**src/rtl/dtc_pkg.sv**
```systemverilog
// dtc_pkg: widths and fixed constants of the day-number to tick-count unit
// shared by the channel interfaces, the rounding helper and the top level
// no dependencies
`timescale 1ns / 1ps

package dtc_pkg;

    // payload widths
    localparam int DAY_W  = 20;
    localparam int FRAC_W = 17;
    localparam int TICK_W = 31;

    // supported day range, relative to 1970-01-01
    localparam int VALID_LOW    = -354285;
    localparam int VALID_HIGH   = 376200;
    localparam int DAYS_TO_1970 = 719162;

    // internal widths
    localparam int DN_W     = 21;   // day number from 0001-01-01
    localparam int A_W      = 23;   // scaled day number, 4*dn + 3 + bias
    localparam int RECIP_W  = 15;
    localparam int CENT_W   = 5;
    localparam int REM_W    = 18;
    localparam int PROD_W   = 39;
    localparam int YEAR_W   = 12;
    localparam int HI_W     = PROD_W - 32;
    localparam int CDIV_W   = 13;
    localparam int C_W      = 6;
    localparam int FDY_W    = 23;
    localparam int DOY_W    = 9;

    localparam int FRAC_BITS = 16;

    // year search constants
    localparam logic [A_W-1:0]     CENT_BIAS   = 23'd1224;
    localparam logic [REM_W-1:0]   ERA_DAYS    = 18'd146097;
    localparam logic [RECIP_W-1:0] CENT_RECIP  = 15'd29398;  // floor(2^32 / 146097)
    localparam logic [21:0]        YEAR_MUL    = 22'd2939745;
    localparam logic [31:0]        MARCH_LIMIT = 32'd3598247880; // 306 * 11758980
    localparam logic [6:0]         YEARS_PER_CENT = 7'd100;

    // first day of year
    localparam logic [CDIV_W-1:0]  CDIV_MUL    = 13'd5243;   // k/100 == k*5243 >> 19
    localparam int                 CDIV_SHIFT  = 19;
    localparam logic [10:0]        DAYS_PER_4Y = 11'(365 * 4 + 1);

    // leap test
    localparam logic [31:0] LEAP_MUL   = 32'd1073750999;
    localparam logic [31:0] LEAP_MASK  = 32'd3221352463;
    localparam logic [31:0] LEAP_BOUND = 32'd126976;

    localparam logic [TICK_W-1:0] TICK_MAX = 31'h7FFF_FFFF;

endpackage

```
**src/rtl/dtc_ifs.sv**
```systemverilog
// dtc_date_if and dtc_tick_if: valid/ready channels of the day-number unit
// depends on dtc_pkg for the payload widths
`timescale 1ns / 1ps

interface dtc_date_if import dtc_pkg::*; ();
    logic                    valid;
    logic                    ready;
    logic signed [DAY_W-1:0] day_number;
    logic [FRAC_W-1:0]       day_fraction;

    modport source (output valid, output day_number, output day_fraction, input ready);
    modport sink   (input valid, input day_number, input day_fraction, output ready);
endinterface

interface dtc_tick_if import dtc_pkg::*; ();
    logic              valid;
    logic              ready;
    logic [TICK_W-1:0] tick_count;
    logic              valid_res;

    modport source (output valid, output tick_count, output valid_res, input ready);
    modport sink   (input valid, input tick_count, input valid_res, output ready);
endinterface

```
**src/rtl/dtc_round.sv**
```systemverilog
// dtc_round: drops the 16 fraction bits of a Q16 product, round half to even
// depends on dtc_pkg
`timescale 1ns / 1ps

module dtc_round import dtc_pkg::*; #(
    parameter int P_W = 28
) (
    input  logic [P_W-1:0]         p,
    output logic [P_W-FRAC_BITS:0] q
);

    localparam logic [FRAC_BITS-1:0] HALF = FRAC_BITS'(1) << (FRAC_BITS - 1);

    logic [FRAC_BITS-1:0]     lo;
    logic [P_W-FRAC_BITS-1:0] hi;
    logic                     up;

    always_comb
    begin
        lo = p[FRAC_BITS-1:0];
        hi = p[P_W-1:FRAC_BITS];
        up = (lo > HALF) || ((lo == HALF) && hi[0]);
        q  = {1'b0, hi} + (P_W-FRAC_BITS+1)'(up);
    end

endmodule

```
**src/rtl/day_number_to_tick_count_unit.sv**
```systemverilog
// day_number_to_tick_count_unit: top level, nine-stage date to tick pipeline
// depends on dtc_pkg, dtc_date_if, dtc_tick_if and dtc_round
//
// Converts a signed day count since 1970-01-01 plus a Q16 day fraction into
// year*TICKS_PER_YEAR + day_of_year*tpd + round_half_even(fraction*tpd), tpd
// being the leap or common ticks per day of the year found. Day counts outside
// [-354285, 376200) come out with valid_res low and tick_count zero; sums
// above 2^31-1 saturate. One transaction is accepted every cycle while the
// output is not stalled; a result passes through the nine register stages
// (scale, century estimate, century fix, year product, year, leap product,
// first day, day products, sum), the first of which loads at the edge that
// accepts its transaction. Back pressure holds every stage that has no free
// slot ahead of it and lets bubbles fill.
`timescale 1ns / 1ps

module day_number_to_tick_count_unit import dtc_pkg::*; #(
    parameter int TICKS_PER_YEAR       = 534360,
    parameter int TICKS_PER_DAY_COMMON = 1464,
    parameter int TICKS_PER_DAY_LEAP   = 1460
) (
    input  logic        clk,
    input  logic        rst_n,
    dtc_date_if.sink    date_ch,
    dtc_tick_if.source  tick_ch
);

    localparam int NUM_STAGES = 9;
    localparam int TPD_MAX = (TICKS_PER_DAY_COMMON > TICKS_PER_DAY_LEAP) ?
                             TICKS_PER_DAY_COMMON : TICKS_PER_DAY_LEAP;
    localparam int TPD_W  = $clog2(TPD_MAX + 1);
    localparam int TPY_W  = $clog2(TICKS_PER_YEAR + 1);
    localparam int P_W    = FRAC_W + TPD_W;
    localparam int Q_W    = P_W - FRAC_BITS + 1;
    localparam int YT_W   = YEAR_W + TPY_W;
    localparam int DT_W   = DOY_W + TPD_W;
    localparam int MAX_A  = (YT_W > DT_W) ? YT_W : DT_W;
    localparam int MAX_B  = (MAX_A > Q_W) ? MAX_A : Q_W;
    localparam int MAX_C  = (MAX_B > TICK_W) ? MAX_B : TICK_W;
    localparam int SUM_W  = MAX_C + 2;

    localparam logic [TPD_W-1:0] TPD_COMMON = TPD_W'(TICKS_PER_DAY_COMMON);
    localparam logic [TPD_W-1:0] TPD_LEAP   = TPD_W'(TICKS_PER_DAY_LEAP);
    localparam logic [TPY_W-1:0] TPY        = TPY_W'(TICKS_PER_YEAR);

    // stage handshake
    logic [NUM_STAGES-1:0] v_reg;
    logic [NUM_STAGES-1:0] adv;

    always_comb
    begin
        adv[NUM_STAGES-1] = !v_reg[NUM_STAGES-1] || tick_ch.ready;
        for (int i = NUM_STAGES - 2; i >= 0; i--)
        begin
            adv[i] = !v_reg[i] || adv[i+1];
        end
    end

    always_ff @(posedge clk or negedge rst_n)
    begin
        if (!rst_n)
        begin
            v_reg <= '0;
        end
        else
        begin
            if (adv[0])
            begin
                v_reg[0] <= date_ch.valid;
            end
            for (int i = 1; i < NUM_STAGES; i++)
            begin
                if (adv[i])
                begin
                    v_reg[i] <= v_reg[i-1];
                end
            end
        end
    end

    assign date_ch.ready = adv[0];
    assign tick_ch.valid = v_reg[NUM_STAGES-1];

    // stage 1: range check, shift to day number from year one, scale
    logic signed [31:0]  dn_sum;
    logic                ok1_next,  ok1_reg;
    logic [DN_W-1:0]     dn1_next,  dn1_reg;
    logic [A_W-1:0]      a1_next,   a1_reg;
    logic [FRAC_W-1:0]   frac1_reg;

    always_comb
    begin
        ok1_next = (int'(date_ch.day_number) >= VALID_LOW) &&
                   (int'(date_ch.day_number) < VALID_HIGH);
        dn_sum   = 32'(int'(date_ch.day_number) + DAYS_TO_1970);
        dn1_next = dn_sum[DN_W-1:0];
        a1_next  = {dn1_next, 2'b11} + CENT_BIAS;
    end

    always_ff @(posedge clk)
    begin
        if (adv[0])
        begin
            ok1_reg   <= ok1_next;
            dn1_reg   <= dn1_next;
            a1_reg    <= a1_next;
            frac1_reg <= date_ch.day_fraction;
        end
    end

    // stage 2: century estimate by reciprocal, both fraction products
    logic [A_W+RECIP_W-1:0] est_prod;
    logic [CENT_W-1:0]      est2_next, est2_reg;
    logic [P_W-1:0]         pc2_next,  pc2_reg;
    logic [P_W-1:0]         pl2_next,  pl2_reg;
    logic                   ok2_reg;
    logic [DN_W-1:0]        dn2_reg;
    logic [A_W-1:0]         a2_reg;

    always_comb
    begin
        est_prod  = (A_W+RECIP_W)'(a1_reg) * (A_W+RECIP_W)'(CENT_RECIP);
        est2_next = est_prod[32 +: CENT_W];
        pc2_next  = P_W'(frac1_reg) * P_W'(TPD_COMMON);
        pl2_next  = P_W'(frac1_reg) * P_W'(TPD_LEAP);
    end

    always_ff @(posedge clk)
    begin
        if (adv[1])
        begin
            est2_reg <= est2_next;
            pc2_reg  <= pc2_next;
            pl2_reg  <= pl2_next;
            ok2_reg  <= ok1_reg;
            dn2_reg  <= dn1_reg;
            a2_reg   <= a1_reg;
        end
    end

    // stage 3: century fix-up, round the fraction products
    logic [A_W-1:0]    rem_raw;
    logic [CENT_W-1:0] cent3_next, cent3_reg;
    logic [REM_W-1:0]  rem3_next,  rem3_reg;
    logic [Q_W-1:0]    qc3_next,   qc3_reg;
    logic [Q_W-1:0]    ql3_next,   ql3_reg;
    logic              ok3_reg;
    logic [DN_W-1:0]   dn3_reg;

    always_comb
    begin
        // the estimate is low by at most one
        rem_raw = a2_reg - A_W'(A_W'(est2_reg) * A_W'(ERA_DAYS));
        if (rem_raw >= A_W'(ERA_DAYS))
        begin
            cent3_next = est2_reg + CENT_W'(1);
            rem3_next  = REM_W'(rem_raw - A_W'(ERA_DAYS));
        end
        else
        begin
            cent3_next = est2_reg;
            rem3_next  = REM_W'(rem_raw);
        end
    end

    dtc_round #(.P_W(P_W)) u_round_common (.p(pc2_reg), .q(qc3_next));
    dtc_round #(.P_W(P_W)) u_round_leap   (.p(pl2_reg), .q(ql3_next));

    always_ff @(posedge clk)
    begin
        if (adv[2])
        begin
            cent3_reg <= cent3_next;
            rem3_reg  <= rem3_next;
            qc3_reg   <= qc3_next;
            ql3_reg   <= ql3_next;
            ok3_reg   <= ok2_reg;
            dn3_reg   <= dn2_reg;
        end
    end

    // stage 4: year-in-century product
    logic [PROD_W-1:0] prod4_next, prod4_reg;
    logic [CENT_W-1:0] cent4_reg;
    logic [Q_W-1:0]    qc4_reg, ql4_reg;
    logic              ok4_reg;
    logic [DN_W-1:0]   dn4_reg;

    assign prod4_next = PROD_W'(rem3_reg | REM_W'(3)) * PROD_W'(YEAR_MUL);

    always_ff @(posedge clk)
    begin
        if (adv[3])
        begin
            prod4_reg <= prod4_next;
            cent4_reg <= cent3_reg;
            qc4_reg   <= qc3_reg;
            ql4_reg   <= ql3_reg;
            ok4_reg   <= ok3_reg;
            dn4_reg   <= dn3_reg;
        end
    end

    // stage 5: year; january and february belong to the next year
    logic [YEAR_W-1:0] yr5_next, yr5_reg;
    logic              march;
    logic [Q_W-1:0]    qc5_reg, ql5_reg;
    logic              ok5_reg;
    logic [DN_W-1:0]   dn5_reg;

    always_comb
    begin
        march    = (prod4_reg[31:0] >= MARCH_LIMIT);
        yr5_next = YEAR_W'(YEAR_W'(cent4_reg) * YEAR_W'(YEARS_PER_CENT))
                 + YEAR_W'(prod4_reg[PROD_W-1:32]) + YEAR_W'(march);
    end

    always_ff @(posedge clk)
    begin
        if (adv[4])
        begin
            yr5_reg <= yr5_next;
            qc5_reg <= qc4_reg;
            ql5_reg <= ql4_reg;
            ok5_reg <= ok4_reg;
            dn5_reg <= dn4_reg;
        end
    end

    // stage 6: previous year, its century, leap test product
    logic [YEAR_W-1:0]        k6_next, k6_reg;
    logic [YEAR_W+CDIV_W-1:0] c_prod;
    logic [C_W-1:0]           c6_next, c6_reg;
    logic [31:0]              lm6_next, lm6_reg;
    logic [YEAR_W-1:0]        yr6_reg;
    logic [Q_W-1:0]           qc6_reg, ql6_reg;
    logic                     ok6_reg;
    logic [DN_W-1:0]          dn6_reg;

    always_comb
    begin
        k6_next  = yr5_reg - YEAR_W'(1);
        c_prod   = (YEAR_W+CDIV_W)'(k6_next) * (YEAR_W+CDIV_W)'(CDIV_MUL);
        c6_next  = c_prod[CDIV_SHIFT +: C_W];
        lm6_next = 32'(32'(yr5_reg) * LEAP_MUL);
    end

    always_ff @(posedge clk)
    begin
        if (adv[5])
        begin
            k6_reg  <= k6_next;
            c6_reg  <= c6_next;
            lm6_reg <= lm6_next;
            yr6_reg <= yr5_reg;
            qc6_reg <= qc5_reg;
            ql6_reg <= ql5_reg;
            ok6_reg <= ok5_reg;
            dn6_reg <= dn5_reg;
        end
    end

    // stage 7: first day of the year, leap flag
    logic [FDY_W-1:0]  fdy7_next, fdy7_reg;
    logic [FDY_W-1:0]  k_days;
    logic              leap7_next, leap7_reg;
    logic [YEAR_W-1:0] yr7_reg;
    logic [Q_W-1:0]    qc7_reg, ql7_reg;
    logic              ok7_reg;
    logic [DN_W-1:0]   dn7_reg;

    always_comb
    begin
        k_days     = FDY_W'(k6_reg) * FDY_W'(DAYS_PER_4Y);
        fdy7_next  = (k_days >> 2) - FDY_W'(c6_reg) + FDY_W'(c6_reg >> 2);
        leap7_next = ((lm6_reg & LEAP_MASK) <= LEAP_BOUND);
    end

    always_ff @(posedge clk)
    begin
        if (adv[6])
        begin
            fdy7_reg  <= fdy7_next;
            leap7_reg <= leap7_next;
            yr7_reg   <= yr6_reg;
            qc7_reg   <= qc6_reg;
            ql7_reg   <= ql6_reg;
            ok7_reg   <= ok6_reg;
            dn7_reg   <= dn6_reg;
        end
    end

    // stage 8: year ticks, day ticks, fraction ticks
    logic [FDY_W-1:0] doy_full;
    logic [DOY_W-1:0] doy;
    logic [TPD_W-1:0] tpd;
    logic [YT_W-1:0]  yt8_next, yt8_reg;
    logic [DT_W-1:0]  dt8_next, dt8_reg;
    logic [Q_W-1:0]   q8_next,  q8_reg;
    logic             ok8_reg;

    always_comb
    begin
        doy_full = FDY_W'(dn7_reg) - fdy7_reg;
        doy      = doy_full[DOY_W-1:0];
        tpd      = leap7_reg ? TPD_LEAP : TPD_COMMON;
        yt8_next = YT_W'(yr7_reg) * YT_W'(TPY);
        dt8_next = DT_W'(doy) * DT_W'(tpd);
        q8_next  = leap7_reg ? ql7_reg : qc7_reg;
    end

    always_ff @(posedge clk)
    begin
        if (adv[7])
        begin
            yt8_reg <= yt8_next;
            dt8_reg <= dt8_next;
            q8_reg  <= q8_next;
            ok8_reg <= ok7_reg;
        end
    end

    // stage 9: sum, saturate, zero out-of-range days
    logic [SUM_W-1:0]  total;
    logic [TICK_W-1:0] tick9_next, tick9_reg;
    logic              vres9_reg;

    always_comb
    begin
        total = SUM_W'(yt8_reg) + SUM_W'(dt8_reg) + SUM_W'(q8_reg);
        if (!ok8_reg)
        begin
            tick9_next = '0;
        end
        else if (total > SUM_W'(TICK_MAX))
        begin
            tick9_next = TICK_MAX;
        end
        else
        begin
            tick9_next = total[TICK_W-1:0];
        end
    end

    always_ff @(posedge clk)
    begin
        if (adv[8])
        begin
            tick9_reg <= tick9_next;
            vres9_reg <= ok8_reg;
        end
    end

    assign tick_ch.tick_count = tick9_reg;
    assign tick_ch.valid_res  = vres9_reg;

endmodule

```
**src/flat_wrapper.sv**
```systemverilog
// flat-port wrapper written by rule: the top's interface ports become plain ports
module day_number_to_tick_count_unit_flat import dtc_pkg::*;
#(
    parameter int TICKS_PER_YEAR       = 534360,
    parameter int TICKS_PER_DAY_COMMON = 1464,
    parameter int TICKS_PER_DAY_LEAP   = 1460
)
  (clk, rst_n, date_ch_valid, date_ch_day_number, date_ch_day_fraction, date_ch_ready, tick_ch_valid, tick_ch_tick_count, tick_ch_valid_res, tick_ch_ready);
  dtc_date_if date_ch_i ();
  dtc_tick_if tick_ch_i ();
  input  logic clk;
  input  logic rst_n;
  input wire logic [$bits(date_ch_i.valid)-1:0] date_ch_valid;
  input wire logic [$bits(date_ch_i.day_number)-1:0] date_ch_day_number;
  input wire logic [$bits(date_ch_i.day_fraction)-1:0] date_ch_day_fraction;
  output wire logic [$bits(date_ch_i.ready)-1:0] date_ch_ready;
  output wire logic [$bits(tick_ch_i.valid)-1:0] tick_ch_valid;
  output wire logic [$bits(tick_ch_i.tick_count)-1:0] tick_ch_tick_count;
  output wire logic [$bits(tick_ch_i.valid_res)-1:0] tick_ch_valid_res;
  input wire logic [$bits(tick_ch_i.ready)-1:0] tick_ch_ready;
  assign date_ch_i.valid = date_ch_valid;
  assign date_ch_i.day_number = date_ch_day_number;
  assign date_ch_i.day_fraction = date_ch_day_fraction;
  assign date_ch_ready = date_ch_i.ready;
  assign tick_ch_valid = tick_ch_i.valid;
  assign tick_ch_tick_count = tick_ch_i.tick_count;
  assign tick_ch_valid_res = tick_ch_i.valid_res;
  assign tick_ch_i.ready = tick_ch_ready;
  day_number_to_tick_count_unit #(.TICKS_PER_YEAR(TICKS_PER_YEAR), .TICKS_PER_DAY_COMMON(TICKS_PER_DAY_COMMON), .TICKS_PER_DAY_LEAP(TICKS_PER_DAY_LEAP)) u_core (.clk(clk), .rst_n(rst_n), .date_ch(date_ch_i), .tick_ch(tick_ch_i));
endmodule
```
**config.mk**
```make
export PLATFORM = sky130hd
export DESIGN_NAME = day_number_to_tick_count_unit_flat
export DESIGN_NICKNAME = d
export VERILOG_FILES = /design/src/rtl/dtc_pkg.sv /design/src/rtl/dtc_ifs.sv /design/src/rtl/dtc_round.sv /design/src/rtl/day_number_to_tick_count_unit.sv /design/src/flat_wrapper.sv
export SDC_FILE = /design/constraint.sdc
export NUM_CORES = 2
export LEC_CHECK = 0
export ABC_AREA = 1
export BUFFER_PORTS_ARGS = -buffer_cell sky130_fd_sc_hd__buf_4
export CAP_MARGIN = 30
export CORE_ASPECT_RATIO = 0.8
export CORE_MARGIN = 2
export CORE_UTILIZATION = 59
export DETAILED_ROUTE_END_ITERATION = 7
export GPL_ROUTABILITY_DRIVEN = 0
export PLACE_DENSITY = 0.76
export REMOVE_ABC_BUFFERS = 1
export SYNTH_ARGS = -nofsm -noshare
export SYNTH_HDL_FRONTEND = slang
export SYNTH_HIERARCHICAL = 1
export SYNTH_SLANG_ARGS = --single-unit
```
**constraint.sdc**
```tcl
create_clock -name clk -period 13.6 [get_ports clk]
set_clock_uncertainty 0.2 [all_clocks]
set_input_delay 2.04 -clock clk [delete_from_list [all_inputs] [get_ports clk]]
set_output_delay 2.04 -clock clk [all_outputs]
set_load 0.03 [all_outputs]
```
==> impl_metrics.env <==
export IMPL_outcome="completed"
export IMPL_tns_ns=0
export IMPL_cts_sinks=547
export IMPL_min_from="u_core/dn4_reg[3]"
export IMPL_hold_class="reg2reg"
export IMPL_dominantRegCellSynth="edfxtp_1"
export IMPL_final_util_pct=63.73
export IMPL_synth_seq_cells=547
export IMPL_via_per_inst=5.311
export IMPL_cts_inserted_buffers=58
export IMPL_cts_setup_buffers=0
export IMPL_fin_hold_ws_ns=0.2078
export IMPL_htreeDepth=2
export IMPL_final_antenna_net_count=0
export IMPL_initial_core_util_pct=59.27
export IMPL_place_hpwl_um=86450
export IMPL_seq_area_um2=16380
export IMPL_areaGrowthSynthToFinish_pct=7.525
export IMPL_clockBufferDepth=3
export IMPL_ios=75
export IMPL_clkTransAtPathRegs_ns=0.07
export IMPL_required_ns=11.36
export IMPL_r2r_start="u_core/yr5_reg[0]"
export IMPL_grtUsageTotal_pct=23.87
export IMPL_arrival_ns=6.82
export IMPL_drc=0
export IMPL_critPathKind="in2out"
export IMPL_whs_path_depth=0
export IMPL_fillers=6969
export IMPL_grt_overflow_total=0
export IMPL_reg2reg_depth=26
export IMPL_rsz0062_at_grt="false"
export IMPL_clk_latency_ns=0.65
export IMPL_crit_path_start_kind="input port"
export IMPL_synthCells=5111
export IMPL_final_setup_viol_count=0
export IMPL_hold_buffers=0
export IMPL_post_route_period_util_pct=66.58
export IMPL_grt_pass1_wl_um=177700
export IMPL_grt_max_degree=76
export IMPL_num_rows=98
export IMPL_min_delay_worst_endpoint="u_core/dn5_reg[3]"
export IMPL_ys_seq_area_share_pct=31.05
export IMPL_synth_edf_count=538
export IMPL_yosys_area_top_type="edfxtp_1"
export IMPL_drive_gt1_share_pct=5.357
export IMPL_die_y_um=271.5
export IMPL_clock_root_buffer="clkbuf_16"
export IMPL_die_w_um=338.3
export IMPL_drv_cap=0
export IMPL_layout_nets=6626
export IMPL_grt_antenna_before_repair=2
export IMPL_dr_first_iter_drc_count=2619
export IMPL_critPathCaptureType="primary output"
export IMPL_synth_async_reset_ratio_pct=1.645
export IMPL_portBuffers=74
export IMPL_ys_top_cells_by_area="edfxtp_1 (31%), fa_1 (21%), ha_1 (19%)"
export IMPL_grt_pass1_vias=35450
export IMPL_worst_r2r_endpoint="u_core/c6_reg[4]"
export IMPL_wl_per_cell_um=16.55
export IMPL_maxSlewViolCount=0
export IMPL_synth_distinct_cells=62
export IMPL_cts_tree="done"
export IMPL_ys_warn_count=6
export IMPL_final_hold_violation_count=0
export IMPL_core_area_um2=89020
export IMPL_multiInputGateArea_um2=31730
export IMPL_largest_register_ffs=36
export IMPL_cp_max_fo=72
export IMPL_reg2reg_slack_ns=6.70
export IMPL_tightest_slew_ns=0.9407
export IMPL_vias=34436
export IMPL_dieArea_um2=91840
export IMPL_drt_total_wl_um=107300
export IMPL_netlist_area_leader_share_pct=30.62
export IMPL_layout_min_cycle_time_ns=9.055
export IMPL_max_freq_mhz=110.4
export IMPL_netlist_area_um2=52760
export IMPL_cts_resized=0
export IMPL_syn_avg_cell_area_um2=10.32
export IMPL_dr_pass1_iters=6
export IMPL_maxSlewHeadroom_pct=37.28
## logic make-up after synthesis
logic type	after synthesis	share of synthesized area, %
adder cells (fa/ha/maj)	1351	39.88
buffers and inverters	1229	8.860
AND/OR/NAND/NOR	1218	10.05
flip-flops	547	31.05
AO/OA/AOI/OAI	480	5.191
XOR/XNOR	284	4.957
other	2	0.01423
## cell type report
class,count,area share (%)
Multi-Input combinational cell,3341,55.94
Sequential cell,547,28.88
Inverter,1201,7.949
Tap cell,1200,2.647
Clock buffer,68,2.625
Timing Repair Buffer,85,1.160
Clock inverter,41,0.8050
Antenna cell,1,0.004411
## synth_stat cells (3+ instances only)
library cell,count
xor2_2,5
fa_1,551
nand2_4,5
a31oi_1,22
clkbuf_1,17
nor2_2,10
o21ai_2,3
ha_1,800
a21oi_1,238
buf_4,4
nand3b_1,11
a31o_2,3
o211ai_1,6
xnor2_1,86
o21ai_0,112
nand2_2,21
o21a_1,8
edfxtp_1,538
inv_2,8
nor2_4,6
a21o_1,26
a211oi_1,6
nand4_1,50
inv_1,1193
o21bai_1,17
buf_6,6
a21boi_0,6
nand3_2,10
dfrtp_1,9
xnor2_2,7
o41ai_1,3
a221oi_1,3
nand2_1,635
o311ai_0,3
and2_1,4
or2_2,8
nor3_1,29
o221ai_1,5
nor4_1,15
nor2_1,256
o31ai_1,7
nand3_1,150
xor2_1,184
## layer usage
layer | part of all wire, % | GRT usage, %
met1 | 46 | 34.38
met2 | 46 | 38.41
met3 | 6.5 | 3.894
met4 | 1.9 | 5.111
met5 | 0.026 | 0
## placed cells by master (no fill, tap or decap), types with 9 or more instances in the layout
cell type  instances
fa_1             551
nor3_1            29
o21ai_0          112
buf_4             84
xor2_1           184
nand3_1          150
xnor2_1           86
inv_2             13
dfrtp_1            9
edfxtp_1         538
nand2_2           23
a21oi_1          238
nor2_2            10
nand2_1          633
nor2_1           256
clkinv_2           9
a31oi_1           22
inv_1           1187
o21bai_1          17
ha_1             800
nand4_1           50
nand3b_1          11
clkbuf_16         58
nor4_1            15
nand3_2           10
a21o_1            26
clkbuf_1          10
## critical path: stages
cell     delay (ns)
buf_4          0.08
nor2_1         0.04
inv_1          0.04
buf_4          0.37
nor2_1         0.11
inv_2          0.07
nor2_1         0.04
inv_2          0.04
buf_4          0.58
nor2_1         0.13
inv_2          0.07
buf_4          0.15
buf_16         0.33
nor2_1         0.11
inv_2          0.08
buf_4          0.49
nor2_1         0.19
nand2_2        0.09
buf_4          0.57
nor2_1         0.19
nand2_2        0.09
buf_4          0.54
buf_4          0.28
## worst max path at each step
stage	from	endpoint	slack, ns	depth (start not counted)
6_report	tick_ch_ready	date_ch_ready	4.54	23
5_1_grt	tick_ch_ready	date_ch_ready	4.02	23
2_1_floorplan	tick_ch_ready	date_ch_ready	0.39	14
3_3_place_gp	tick_ch_ready	date_ch_ready	4.21	22
3_5_place_dp	tick_ch_ready	date_ch_ready	4.15	22
4_1_cts	tick_ch_ready	date_ch_ready	4.11	22
## metrics by stage
step | setup slack, ns | instance area [um^2] | instances
3_3_place_gp | 4.211 | 54750 | 6373
2_1_floorplan | 0.3948 | 52620 | 5089
5_1_grt | 4.023 | 56730 | 6483
3_5_place_dp | 4.150 | 54750 | 6373
6_report | 4.545 | 56730 | 6484
4_1_cts | 4.114 | 56700 | 6482
Power is not shown: default switching activity piles up to over one toggle a cycle in this logic, so the estimate is an artifact.
